===== config.mk =====
export PLATFORM = sky130hd
export DESIGN_NAME = tlbp_front
export DESIGN_NICKNAME = d
export VERILOG_FILES = /design/src/rtl/tlbp_pkg.sv /design/src/rtl/tlbp_front.sv
export SDC_FILE = /design/constraint.sdc
export NUM_CORES = 1
export LEC_CHECK = 0
export ABC_CLOCK_PERIOD_IN_PS = 3600
export BUFFER_PORTS_ARGS = -buffer_cell sky130_fd_sc_hd__buf_2
export CAP_MARGIN = 20
export CORE_MARGIN = 5
export CORE_UTILIZATION = 45
export CTS_BUF_LIST = sky130_fd_sc_hd__clkbuf_4 sky130_fd_sc_hd__clkbuf_8
export DETAILED_ROUTE_END_ITERATION = 8
export GPL_ROUTABILITY_DRIVEN = 0
export PLACE_DENSITY = 0.84
export SLEW_MARGIN = 20
export SYNTH_ARGS = -nofsm -noshare
export SYNTH_HDL_FRONTEND = slang
export SYNTH_SLANG_ARGS = --single-unit
export TNS_END_PERCENT = 5

===== constraint.sdc =====
create_clock -name aclk -period 3.6 [get_ports aclk]
set_input_delay 0.54 -clock aclk [delete_from_list [all_inputs] [get_ports aclk]]
set_output_delay 0.54 -clock aclk [all_outputs]
set_load 0.02 [all_outputs]

===== src/rtl/tlbp_pkg.sv =====
`timescale 1ns / 1ps
`default_nettype none
// ----------------------------------------------------------------------------
// tlbp_pkg
// Shared types, constants and helpers of the two-level branch predictor.
// ----------------------------------------------------------------------------
package tlbp_pkg;

    localparam int BtbEntries  = 32;
    localparam int HistoryMax  = 8;
    localparam int TableMax    = 1 << HistoryMax;
    localparam int EntryW      = $clog2(BtbEntries);
    localparam int LocalDepth  = BtbEntries * TableMax;
    localparam int LocalAw     = $clog2(LocalDepth);
    localparam int TagW        = 30;
    localparam int CfgAw       = 5;

    localparam logic [2:0] IndexBitsReset   = 3'd5;
    localparam logic [3:0] HistoryLenReset  = 4'd8;
    localparam logic [4:0] TagLenReset      = 5'd16;
    localparam logic [1:0] CounterInitReset = 2'd1;

    typedef enum logic [2:0] {
        REG_INDEX_BITS  = 3'd0,
        REG_HISTORY_LEN = 3'd1,
        REG_TAG_LEN     = 3'd2,
        REG_COUNTER_INIT = 3'd3,
        REG_GLOBAL_HIST = 3'd4,
        REG_GLOBAL_TABLE = 3'd5,
        REG_SHARE_MODE  = 3'd6,
        REG_NONE        = 3'd7
    } reg_idx_t;

    typedef enum logic [1:0] {
        CMD_INIT    = 2'd0,
        CMD_PREDICT = 2'd1,
        CMD_UPDATE  = 2'd2,
        CMD_NOP     = 2'd3
    } cmd_t;

    typedef enum logic [1:0] {
        SHARE_HIST   = 2'd0,
        SHARE_PC_LO  = 2'd1,
        SHARE_PC_HI  = 2'd2,
        SHARE_RSVD   = 2'd3
    } share_t;

    typedef enum logic [2:0] {
        ST_IDLE,
        ST_EXEC,
        ST_SWEEP,
        ST_ROW_FILL,
        ST_UPD_RD,
        ST_UPD_WR,
        ST_PRED_RD
    } bstate_t;

    typedef struct packed {
        logic [1:0]  command;
        logic [31:0] pc;
        logic [31:0] actual_target;
        logic        actual_taken;
        logic [31:0] predicted_dest;
    } in_item_t;

    typedef struct packed {
        logic        pred_taken;
        logic [31:0] pred_next_pc;
        logic [31:0] branch_count;
        logic [31:0] flush_count;
    } out_item_t;

    typedef struct packed {
        cmd_t        kind;
        logic [31:0] pc;
        logic [31:0] actual_target;
        logic        actual_taken;
        logic [31:0] predicted_dest;
    } q_item_t;

    typedef struct packed {
        logic [2:0] index_bits;
        logic [3:0] history_len;
        logic [4:0] tag_len;
        logic [1:0] counter_init;
        logic       use_global_history;
        logic       use_global_table;
        logic [1:0] share_mode;
    } cfg_t;

    // saturating 2-bit counter step
    function automatic logic [1:0] train_ctr(input logic [1:0] c, input logic taken);
        logic [1:0] r;
        r = c;
        if (taken && c != 2'd3) r = c + 2'd1;
        else if (!taken && c != 2'd0) r = c - 2'd1;
        return r;
    endfunction

endpackage
`default_nettype wire


===== src/rtl/tlbp_front.sv =====
`timescale 1ns / 1ps
`default_nettype none
// ----------------------------------------------------------------------------
// tlbp_front
// Accepts transactions, decodes the command and queues them for the back end.
// ----------------------------------------------------------------------------
module tlbp_front
    import tlbp_pkg::*;
(
    input  wire logic     aclk,
    input  wire logic     aresetn,
    input  wire logic     s_valid,
    output logic          s_ready,
    input  wire in_item_t s_data,
    input  wire logic     hold,
    output logic          q_valid,
    output q_item_t       q_item,
    input  wire logic     q_pop
);
    q_item_t    slot_reg [2];
    logic       wr_ptr_reg, wr_ptr_next;
    logic       rd_ptr_reg, rd_ptr_next;
    logic [1:0] count_reg, count_next;
    logic       push;
    q_item_t    item;

    assign s_ready = (count_reg != 2'd2) && !hold;
    assign push    = s_valid && s_ready;
    assign q_valid = count_reg != 2'd0;
    assign q_item  = slot_reg[rd_ptr_reg];

    always_comb begin
        item.kind           = cmd_t'(s_data.command);
        item.pc             = s_data.pc;
        item.actual_target  = s_data.actual_target;
        item.actual_taken   = s_data.actual_taken;
        item.predicted_dest = s_data.predicted_dest;
        wr_ptr_next = push ? !wr_ptr_reg : wr_ptr_reg;
        rd_ptr_next = q_pop ? !rd_ptr_reg : rd_ptr_reg;
        count_next  = count_reg + {1'b0, push} - {1'b0, q_pop};
    end

    always_ff @(posedge aclk) begin
        if (!aresetn) begin
            wr_ptr_reg <= 1'b0;
            rd_ptr_reg <= 1'b0;
            count_reg  <= 2'd0;
        end else begin
            wr_ptr_reg <= wr_ptr_next;
            rd_ptr_reg <= rd_ptr_next;
            count_reg  <= count_next;
        end
    end

    always_ff @(posedge aclk) begin
        if (push) begin
            slot_reg[wr_ptr_reg] <= item;
        end
    end

`ifndef SYNTHESIS
    a_no_pop_empty: assert property (@(posedge aclk) disable iff (!aresetn)
        q_pop |-> count_reg != 2'd0) else $error("pop from empty queue");
    a_count_step: assert property (@(posedge aclk) disable iff (!aresetn)
        (push && !q_pop) |=> count_reg == $past(count_reg) + 2'd1)
        else $error("queue count slip");
    a_hold_blocks: assert property (@(posedge aclk) disable iff (!aresetn)
        hold |-> !push) else $error("push during clearing pass");
`endif
endmodule
`default_nettype wire


==> results.ini <==
[synthesis]
avgSynthCellArea_um2=22.2
synth_edf_count=198
yosysMostFrequentCell=edfxtp_1
async_flop_share_pct=0
ys_ff_latch=203
syn_nets=440
synth_top_area_cell=edfxtp_1
synthCells=334
synth_common_cells=edfxtp_1, mux2_2, mux2_4
yosys_warnings=0
synth_top_flop_cell=edfxtp_1
ys_seq_area_share_pct=81.7
ys_types=20
synth.cell_area_um2=7400
synth_top_area_share_pct=80.3
synth.top_cells.by_area=edfxtp_1, mux2_2, mux2_4, dfxtp_1, buf_2

[sta]
rsz0062_at_grt=no
fin_crit_sh_pct=76.2
fin_hold_ws_ns=0.201
finalSetupTns_ns=0
setup-violations-final=0
slew_viol_final=0
max_freq_mhz=365
finClkSkew_ns=0.00833
finalHoldViolCount=0
min_period_ns=2.74
maxSlewHeadroom_pct=61.0
tightestPinTransition_ns=0.586

[cts]
cts.sinks=203
htree_levels=1
cts_buffers=31
tritoncts=yes
clockBufferDepth=3
cts_resized=0
clkSlewWorstSetupHoldPaths_ns=0.06
postCtsSetupBuffers=0
insertion_delay_ns=0.53
cts_hold_buf=0
root_buffer=clkbuf_8

[placement]
numPortBuffers=204
hpwl_mm=9.78
dp.cells=749

[routing]
drtIter0Drc=138
routedWlPerCell_um=17.7
firstDrtPassIters=4
antenna_left=0
via_per_inst=4.77
vias=3818
routed_wl_mm=14.2
drc=0

[layout]
final_layout_size_suffix_gt1_share_pct=61.9
largest_reg_flops=198
final_cell_count_no_fill=801
syn_to_final_growth_pct=26.7
diodes=0
final_nets=672

[global_routing]
grt_pass1_wl_mm=21.8
antenna_found_initial=0
grt_max_degree=53
grt_use_total_pct=14.1
grt_pass1_vias=4224
grt_overflow=0

[power_and_ir_drop]
total_power_mw=5.43
p_per_area_nw_per_um2=579
p_leak_nw=3.53
vdd_drop_max_v=0.000383

[floorplan]
fp.dieW_um=138
fp.coreArea_um2=16000
die_area_um2=19100
initial_core_util_pct=46.3
io_pins=205
die_h_um=138
rows=46

[setup_path]
rrSetupSlack_ns=1.67
crit_path_max_fanout=36
cp-start-kind=flop
critPathRequiredTime_ns=3.06
endpoint_kind=primary output
worstPathArrival_ns=2.20
critPathKind=flop to primary output

[status]
status=complete, no violations

[run]
cap_violations=0

[worst_hold_path]
hold_path_class=input pin to flop

==> worst paths after layout <==
kind	cells after the start	end	start
worst max-delay path	3	q_item[51]	flop
worst min-delay path	1	slot_reg[1][57]$_DFFE_PP_	s_data[57]
worst max register to register	4	slot_reg[0][31]$_DFFE_PP_	count_reg[1]$_SDFF_PN0_
worst min register to register	2	wr_ptr_reg$_SDFFE_PN0P_	wr_ptr_reg$_SDFFE_PN0P_
==> cell usage in the layout (no fill, tap or decap), types with 2 or more instances in the layout <==
cell / instances
buf_2: 204
buf_12: 3
mux2_2: 89
xnor2_1: 2
clkbuf_4: 4
clkbuf_8: 37
clkinv_1: 3
nor2_1: 4
bufinv_16: 3
ha_1: 2
inv_1: 2
clkinv_2: 5
buf_4: 3
mux2_4: 10
edfxtp_1: 198
dfxtp_1: 4
==> worst max-delay path: stages, from the launching register on <==
cell     delay, ns
dfxtp_4       0.66
buf_4         0.44
mux2_2        0.39
buf_2         0.16
==> cell type report <==
cell class	instances	area, um^2
Tap cell	216	270
Sequential cell	203	6050
Inverter	3	13.8
Clock buffer	41	539
Timing Repair Buffer	210	1100
Clock inverter	11	126
Fill cell	1215	6620
Multi-Input combinational cell	117	1270
==> report_power, final <==
| part | internal (mW) | switching, mW |
|---|---|---|
| Clock | 1.18 | 0.805 |
| Combinational | 0.276 | 0.385 |
| Sequential | 2.74 | 0.0456 |
| Total | 4.19 | 1.24 |
==> logic make-up (layout without fill, tap and decap cells) <==
kind of cell               after synthesis  count (layout)  share of synthesized area [%]
AOI/OAI and AO/OA                        2               2                          0.135
adders and majority gates                2               2                          0.338
muxes                                   99              99                           15.6
xor gates and xnor gates                 3               3                          0.355
and+or+nand+nor                         11              11                          0.761
DFF                                    203             203                           81.7
buffers and inverters                   14             265                           1.15
==> stage by stage <==
stage	utilization, %	instance area [um^2]	setup slack [ns]
global route	58.6	9380	0.724
global placement	54.4	8710	1.42
finish	58.6	9380	0.858
floorplan	-	7400	0.223
detailed placement	54.4	8710	1.38
CTS	58.6	9380	0.791
==> metal layers <==
layer / routed length, um / track usage [%]
met2: 7380 / 25.7
met1: 5430 / 15.7
met3: 1080 / 4.59
met5: 0 / 0
met4: 273 / 4.21
No activity file was read; power rests on OpenSTA's default activity.
