File: config.mk
export PLATFORM = sky130hd
export DESIGN_NAME = tlbp_cfg
export DESIGN_NICKNAME = d
export VERILOG_FILES = /design/src/rtl/tlbp_pkg.sv /design/src/rtl/tlbp_cfg.sv
export SDC_FILE = /design/constraint.sdc
export NUM_CORES = 1
export LEC_CHECK = 0
export BUFFER_PORTS_ARGS = -buffer_cell sky130_fd_sc_hd__buf_4
export CORE_MARGIN = 2
export CORE_UTILIZATION = 41
export CTS_CLUSTER_DIAMETER = 100
export CTS_CLUSTER_SIZE = 14
export DETAILED_ROUTE_END_ITERATION = 12
export MAX_ROUTING_LAYER = met4
export PLACE_DENSITY_LB_ADDON = 0.1
export SYNTH_ARGS = -nofsm -noshare
export SYNTH_HDL_FRONTEND = slang
export SYNTH_SLANG_ARGS = --single-unit
export TNS_END_PERCENT = 30
File: constraint.sdc
create_clock -name aclk -period 2.1 [get_ports aclk]
set_input_delay 0.105 -clock aclk [delete_from_list [all_inputs] [get_ports aclk]]
set_output_delay 0.105 -clock aclk [all_outputs]
set_load 0.02 [all_outputs]
File: src/rtl/tlbp_pkg.sv
`timescale 1ns / 1ps
`default_nettype none
// ----------------------------------------------------------------------------
// tlbp_pkg
// Shared types, constants and helpers of the two-level branch predictor.
// ----------------------------------------------------------------------------
package tlbp_pkg;

    localparam int BtbEntries  = 32;
    localparam int HistoryMax  = 8;
    localparam int TableMax    = 1 << HistoryMax;
    localparam int EntryW      = $clog2(BtbEntries);
    localparam int LocalDepth  = BtbEntries * TableMax;
    localparam int LocalAw     = $clog2(LocalDepth);
    localparam int TagW        = 30;
    localparam int CfgAw       = 5;

    localparam logic [2:0] IndexBitsReset   = 3'd5;
    localparam logic [3:0] HistoryLenReset  = 4'd8;
    localparam logic [4:0] TagLenReset      = 5'd16;
    localparam logic [1:0] CounterInitReset = 2'd1;

    typedef enum logic [2:0] {
        REG_INDEX_BITS  = 3'd0,
        REG_HISTORY_LEN = 3'd1,
        REG_TAG_LEN     = 3'd2,
        REG_COUNTER_INIT = 3'd3,
        REG_GLOBAL_HIST = 3'd4,
        REG_GLOBAL_TABLE = 3'd5,
        REG_SHARE_MODE  = 3'd6,
        REG_NONE        = 3'd7
    } reg_idx_t;

    typedef enum logic [1:0] {
        CMD_INIT    = 2'd0,
        CMD_PREDICT = 2'd1,
        CMD_UPDATE  = 2'd2,
        CMD_NOP     = 2'd3
    } cmd_t;

    typedef enum logic [1:0] {
        SHARE_HIST   = 2'd0,
        SHARE_PC_LO  = 2'd1,
        SHARE_PC_HI  = 2'd2,
        SHARE_RSVD   = 2'd3
    } share_t;

    typedef enum logic [2:0] {
        ST_IDLE,
        ST_EXEC,
        ST_SWEEP,
        ST_ROW_FILL,
        ST_UPD_RD,
        ST_UPD_WR,
        ST_PRED_RD
    } bstate_t;

    typedef struct packed {
        logic [1:0]  command;
        logic [31:0] pc;
        logic [31:0] actual_target;
        logic        actual_taken;
        logic [31:0] predicted_dest;
    } in_item_t;

    typedef struct packed {
        logic        pred_taken;
        logic [31:0] pred_next_pc;
        logic [31:0] branch_count;
        logic [31:0] flush_count;
    } out_item_t;

    typedef struct packed {
        cmd_t        kind;
        logic [31:0] pc;
        logic [31:0] actual_target;
        logic        actual_taken;
        logic [31:0] predicted_dest;
    } q_item_t;

    typedef struct packed {
        logic [2:0] index_bits;
        logic [3:0] history_len;
        logic [4:0] tag_len;
        logic [1:0] counter_init;
        logic       use_global_history;
        logic       use_global_table;
        logic [1:0] share_mode;
    } cfg_t;

    // saturating 2-bit counter step
    function automatic logic [1:0] train_ctr(input logic [1:0] c, input logic taken);
        logic [1:0] r;
        r = c;
        if (taken && c != 2'd3) r = c + 2'd1;
        else if (!taken && c != 2'd0) r = c - 2'd1;
        return r;
    endfunction

endpackage
`default_nettype wire

File: src/rtl/tlbp_cfg.sv
`timescale 1ns / 1ps
`default_nettype none
// ----------------------------------------------------------------------------
// tlbp_cfg
// APB register file holding the predictor configuration.
// ----------------------------------------------------------------------------
module tlbp_cfg
    import tlbp_pkg::*;
(
    input  wire logic             aclk,
    input  wire logic             aresetn,
    input  wire logic             psel,
    input  wire logic             penable,
    input  wire logic             pwrite,
    input  wire logic [CfgAw-1:0] paddr,
    input  wire logic [31:0]      pwdata,
    output logic      [31:0]      prdata,
    output logic                  pready,
    output cfg_t                  cfg
);
    cfg_t     cfg_reg;
    reg_idx_t widx;
    logic     wr_en;

    assign pready = 1'b1;
    assign wr_en  = psel && penable && pwrite;
    assign widx   = reg_idx_t'(paddr[CfgAw-1:2]);
    assign cfg    = cfg_reg;

    always_ff @(posedge aclk) begin
        if (!aresetn) begin
            cfg_reg.index_bits         <= IndexBitsReset;
            cfg_reg.history_len        <= HistoryLenReset;
            cfg_reg.tag_len            <= TagLenReset;
            cfg_reg.counter_init       <= CounterInitReset;
            cfg_reg.use_global_history <= 1'b0;
            cfg_reg.use_global_table   <= 1'b0;
            cfg_reg.share_mode         <= 2'd0;
        end else if (wr_en) begin
            unique case (widx)
                REG_INDEX_BITS:   cfg_reg.index_bits         <= pwdata[2:0];
                REG_HISTORY_LEN:  cfg_reg.history_len        <= pwdata[3:0];
                REG_TAG_LEN:      cfg_reg.tag_len            <= pwdata[4:0];
                REG_COUNTER_INIT: cfg_reg.counter_init       <= pwdata[1:0];
                REG_GLOBAL_HIST:  cfg_reg.use_global_history <= pwdata[0];
                REG_GLOBAL_TABLE: cfg_reg.use_global_table   <= pwdata[0];
                REG_SHARE_MODE:   cfg_reg.share_mode         <= pwdata[1:0];
                default: ;
            endcase
        end
    end

    always_comb begin
        unique case (widx)
            REG_INDEX_BITS:   prdata = {29'd0, cfg_reg.index_bits};
            REG_HISTORY_LEN:  prdata = {28'd0, cfg_reg.history_len};
            REG_TAG_LEN:      prdata = {27'd0, cfg_reg.tag_len};
            REG_COUNTER_INIT: prdata = {30'd0, cfg_reg.counter_init};
            REG_GLOBAL_HIST:  prdata = {31'd0, cfg_reg.use_global_history};
            REG_GLOBAL_TABLE: prdata = {31'd0, cfg_reg.use_global_table};
            REG_SHARE_MODE:   prdata = {30'd0, cfg_reg.share_mode};
            default:          prdata = 32'd0;
        endcase
    end
endmodule
`default_nettype wire

==> flow_summary_export.csv <==
group,metric,value,unit
run_status,status,"complete, no violations",
setup_path,path_buf_inv,1,
timing,finalCriticalPeriod,1382,ps
drt,wirelength,2288,µm
clock_network,numCtsBuffers,3,
timing,fin_skew,0,ps
drt,remaining_drc_errors,0,
setup_path,cp_max_fo,3,
clock_network,htreeDepth,1,
final_layout,final_cells,189,
clock_network,cts_resized,0,
final_layout,final_cell_area,1306,µm²
drt,drt_iter0_drc,30,
placement,gp_congestion,0.7206,
floorplan,coreArea,2545,µm²
pwr,peakVddDrop,0.3575,mV
placement,place_hpwl,1732,µm
placement,portBuffers,35,
global_route,grt_max_degree,24,
drt,viasPerCell,4.709,
drt,ant_nets,0,
global_route,grt_most_used_layer,"met2",
setup_path,cpMaxStageDelayCell,"dfxtp_1",
clock_network,clk-insertion-delay-late,290,ps
logic_synthesis,synth_area_leaders,"dfxtp_1 (32%), buf_4 (19%), mux2i_1 (14%)",
min_path,min_path_cells,3,
final_layout,largest_register_ffs,18,
timing,clock.fmax,723.4,MHz
floorplan,rows,18,
final_layout,n_fill_cell,261,
global_route,grt.total_usage,0.1531,
logic_synthesis,yosys.area.top_type,"dfxtp_1",
global_route,grt_pass1_vias,777,
setup_path,cp_data_required_time,2000,ps
drt,firstDrtPassIters,4,
setup_path,path_depth,4,
clock_network,postCtsHoldBufs,0,
final_layout,fin_util,0.5133,
clock_network,post_cts_buffers,0,
logic_synthesis,syn_area,1121,µm²
global_route,grt_overflow,0,
flow_run,drv_cap,0,
placement,placed_cell_area,1284,µm²
timing,report.final.hold_viol_count,0,
timing,setup_tns,0,ps
clock_network,cts.clk_slew.worst_paths,90,ps
floorplan,start_util,0.4405,
timing,setup_viol,0,
setup_path,end_kind,"primary output",
setup_path,path_class,"register to primary output",
pwr,pwr_density_cell,498.0,nW/µm²
logic_synthesis,synth_seq_cells,18,
setup_path,arrival,1280,ps
clock_network,cts_max_path_buffers,2,
logic_synthesis,yosys_warnings,0,
timing,fin_hold_ws,81.36,ps
floorplan,dieArea,3169,µm²
final_layout,antenna_cells,0,
setup_path,crit_chain,"mux2_2 > a22oi_1 > o22ai_1 > buf_4",
timing,maxSlewViolCount,0,
setup_path,crit_path_start_kind,"register",
floorplan,die-height,56.29,µm
drt,wl_per_cell,12.11,µm
pwr,p_total,0.6505,mW
final_layout,fin_nets,203,
setup_path,cp_slowest_stage_delay,340,ps
setup_path,path_delay_family,"flip-flops",
logic_synthesis,yosysTopAreaCellShare,0.3214,
global_route,grt_pass1_wl,3684,µm
logic_synthesis,ys_seq_area_frac,0.3214,
clock_network,cts_sinks,18,
global_route,use_met3,0.03917,
pwr,power.leakage,0.6085,nW
clock_network,cts_tree,"yes",
global_route,gr-usage-met2,0.2235,
timing,layout_setup_ws,717.6,ps
logic_synthesis,netlist_instances,128,
drt,vias,890,
clock_network,root_buffer,"clkbuf_4",
placement,dp_cells,186,
setup_path,regToRegSetupSlack,1430,ps
logic_synthesis,synth_area_per_cell,8.758,µm²
logic_synthesis,yosysUniqueCellTypes,29,
final_layout,drive_gt1_frac,0.2704,
min_path,worst_hold_path_type,"primary input to register",
logic_synthesis,synthArstFlopShare,0,
floorplan,pin_count,93,
global_route,met1_usage,0.1977,
logic_synthesis,synth_edf_count,0,
setup_path,rr_worst_depth,2,
placement,dp_slack,924.2,ps
timing,fin_crit_sh,0.6583,
final_layout,area_growth,16.52,%
global_route,antenna_found_initial,0,
logic_synthesis,synth_top_flop_cell,"dfxtp_1",
timing,rsz0062_at_grt,"false",
floorplan,die_x,56.29,µm
==> report_power, final <==
| part | leakage, nW | internal [mW] | total (mW) | switching, mW |
|---|---|---|---|---|
| registers | 0.145 | 0.344 | 0.346 | 0.00214 |
| logic | 0.449 | 0.0394 | 0.135 | 0.0952 |
| clock network | 0.0138 | 0.0667 | 0.170 | 0.103 |
| total | 0.608 | 0.450 | 0.651 | 0.200 |
==> path summary, 6_finish.rpt <==
| check | start | to |
|---|---|---|
| max reg2reg | cfg[3] | cfg[3] |
| max | cfg[5] | prdata[1] |
| min | pwdata[3] | cfg[9] |
| min reg2reg | cfg[12] | cfg[12] |
==> cells in the final DEF (no fill, tap or decap), drive strengths merged, types with 4 or more instances in the layout <==
cell    n
buf    35
conb   28
dfxtp  18
inv     4
mux2i  16
nand2  16
nor2    7
nor2b   5
==> worst min-delay path, delay by kind of cell <==
family                 cells  cell delay (ps)
and+or+nand+nor            1               50
buffers and inverters      1              110
muxes                      1               60
==> kinds of logic (layout without fill, tap and decap cells) <==
group	Yosys count	after routing	synth area share
buffers and inverters	37	42	0.2232
other	2	28	0.006699
muxes	18	18	0.1629
AOI/OAI and AO/OA	18	18	0.1183
DFF	18	18	0.3214
and+or+nand+nor	35	35	0.1674
==> layout make-up <==
type	count	area, µm²	share of cell area
Clock buffer	3	22.52	0.01724
Timing Repair Buffer	35	262.8	0.2011
Multi-Input combinational cell	99	608.1	0.4655
Tap cell	30	37.54	0.02874
Sequential cell	18	360.3	0.2759
Inverter	4	15.01	0.01149
==> per-layer routing <==
layer  wire, µm  up-vias  share of wire
met1       1047      393           0.46
met5          0        -              0
met2       1006       45           0.44
li1           -      448              -
met3        191        4          0.083
met4         42        0          0.018
==> synthesized netlist by cell type, types with 2 or more instances <==
library cell / n
conb_1: 2
o311ai_0: 3
nand2b_1: 2
mux2_2: 2
o211ai_1: 2
nor2_1: 6
nand2_1: 16
buf_2: 2
o21ai_0: 2
mux2i_1: 16
inv_1: 4
o31ai_1: 2
dfxtp_1: 18
nor2b_1: 5
a22oi_1: 3
buf_4: 29
clkbuf_1: 2
Note: power is estimated with default switching activity, not from simulation.
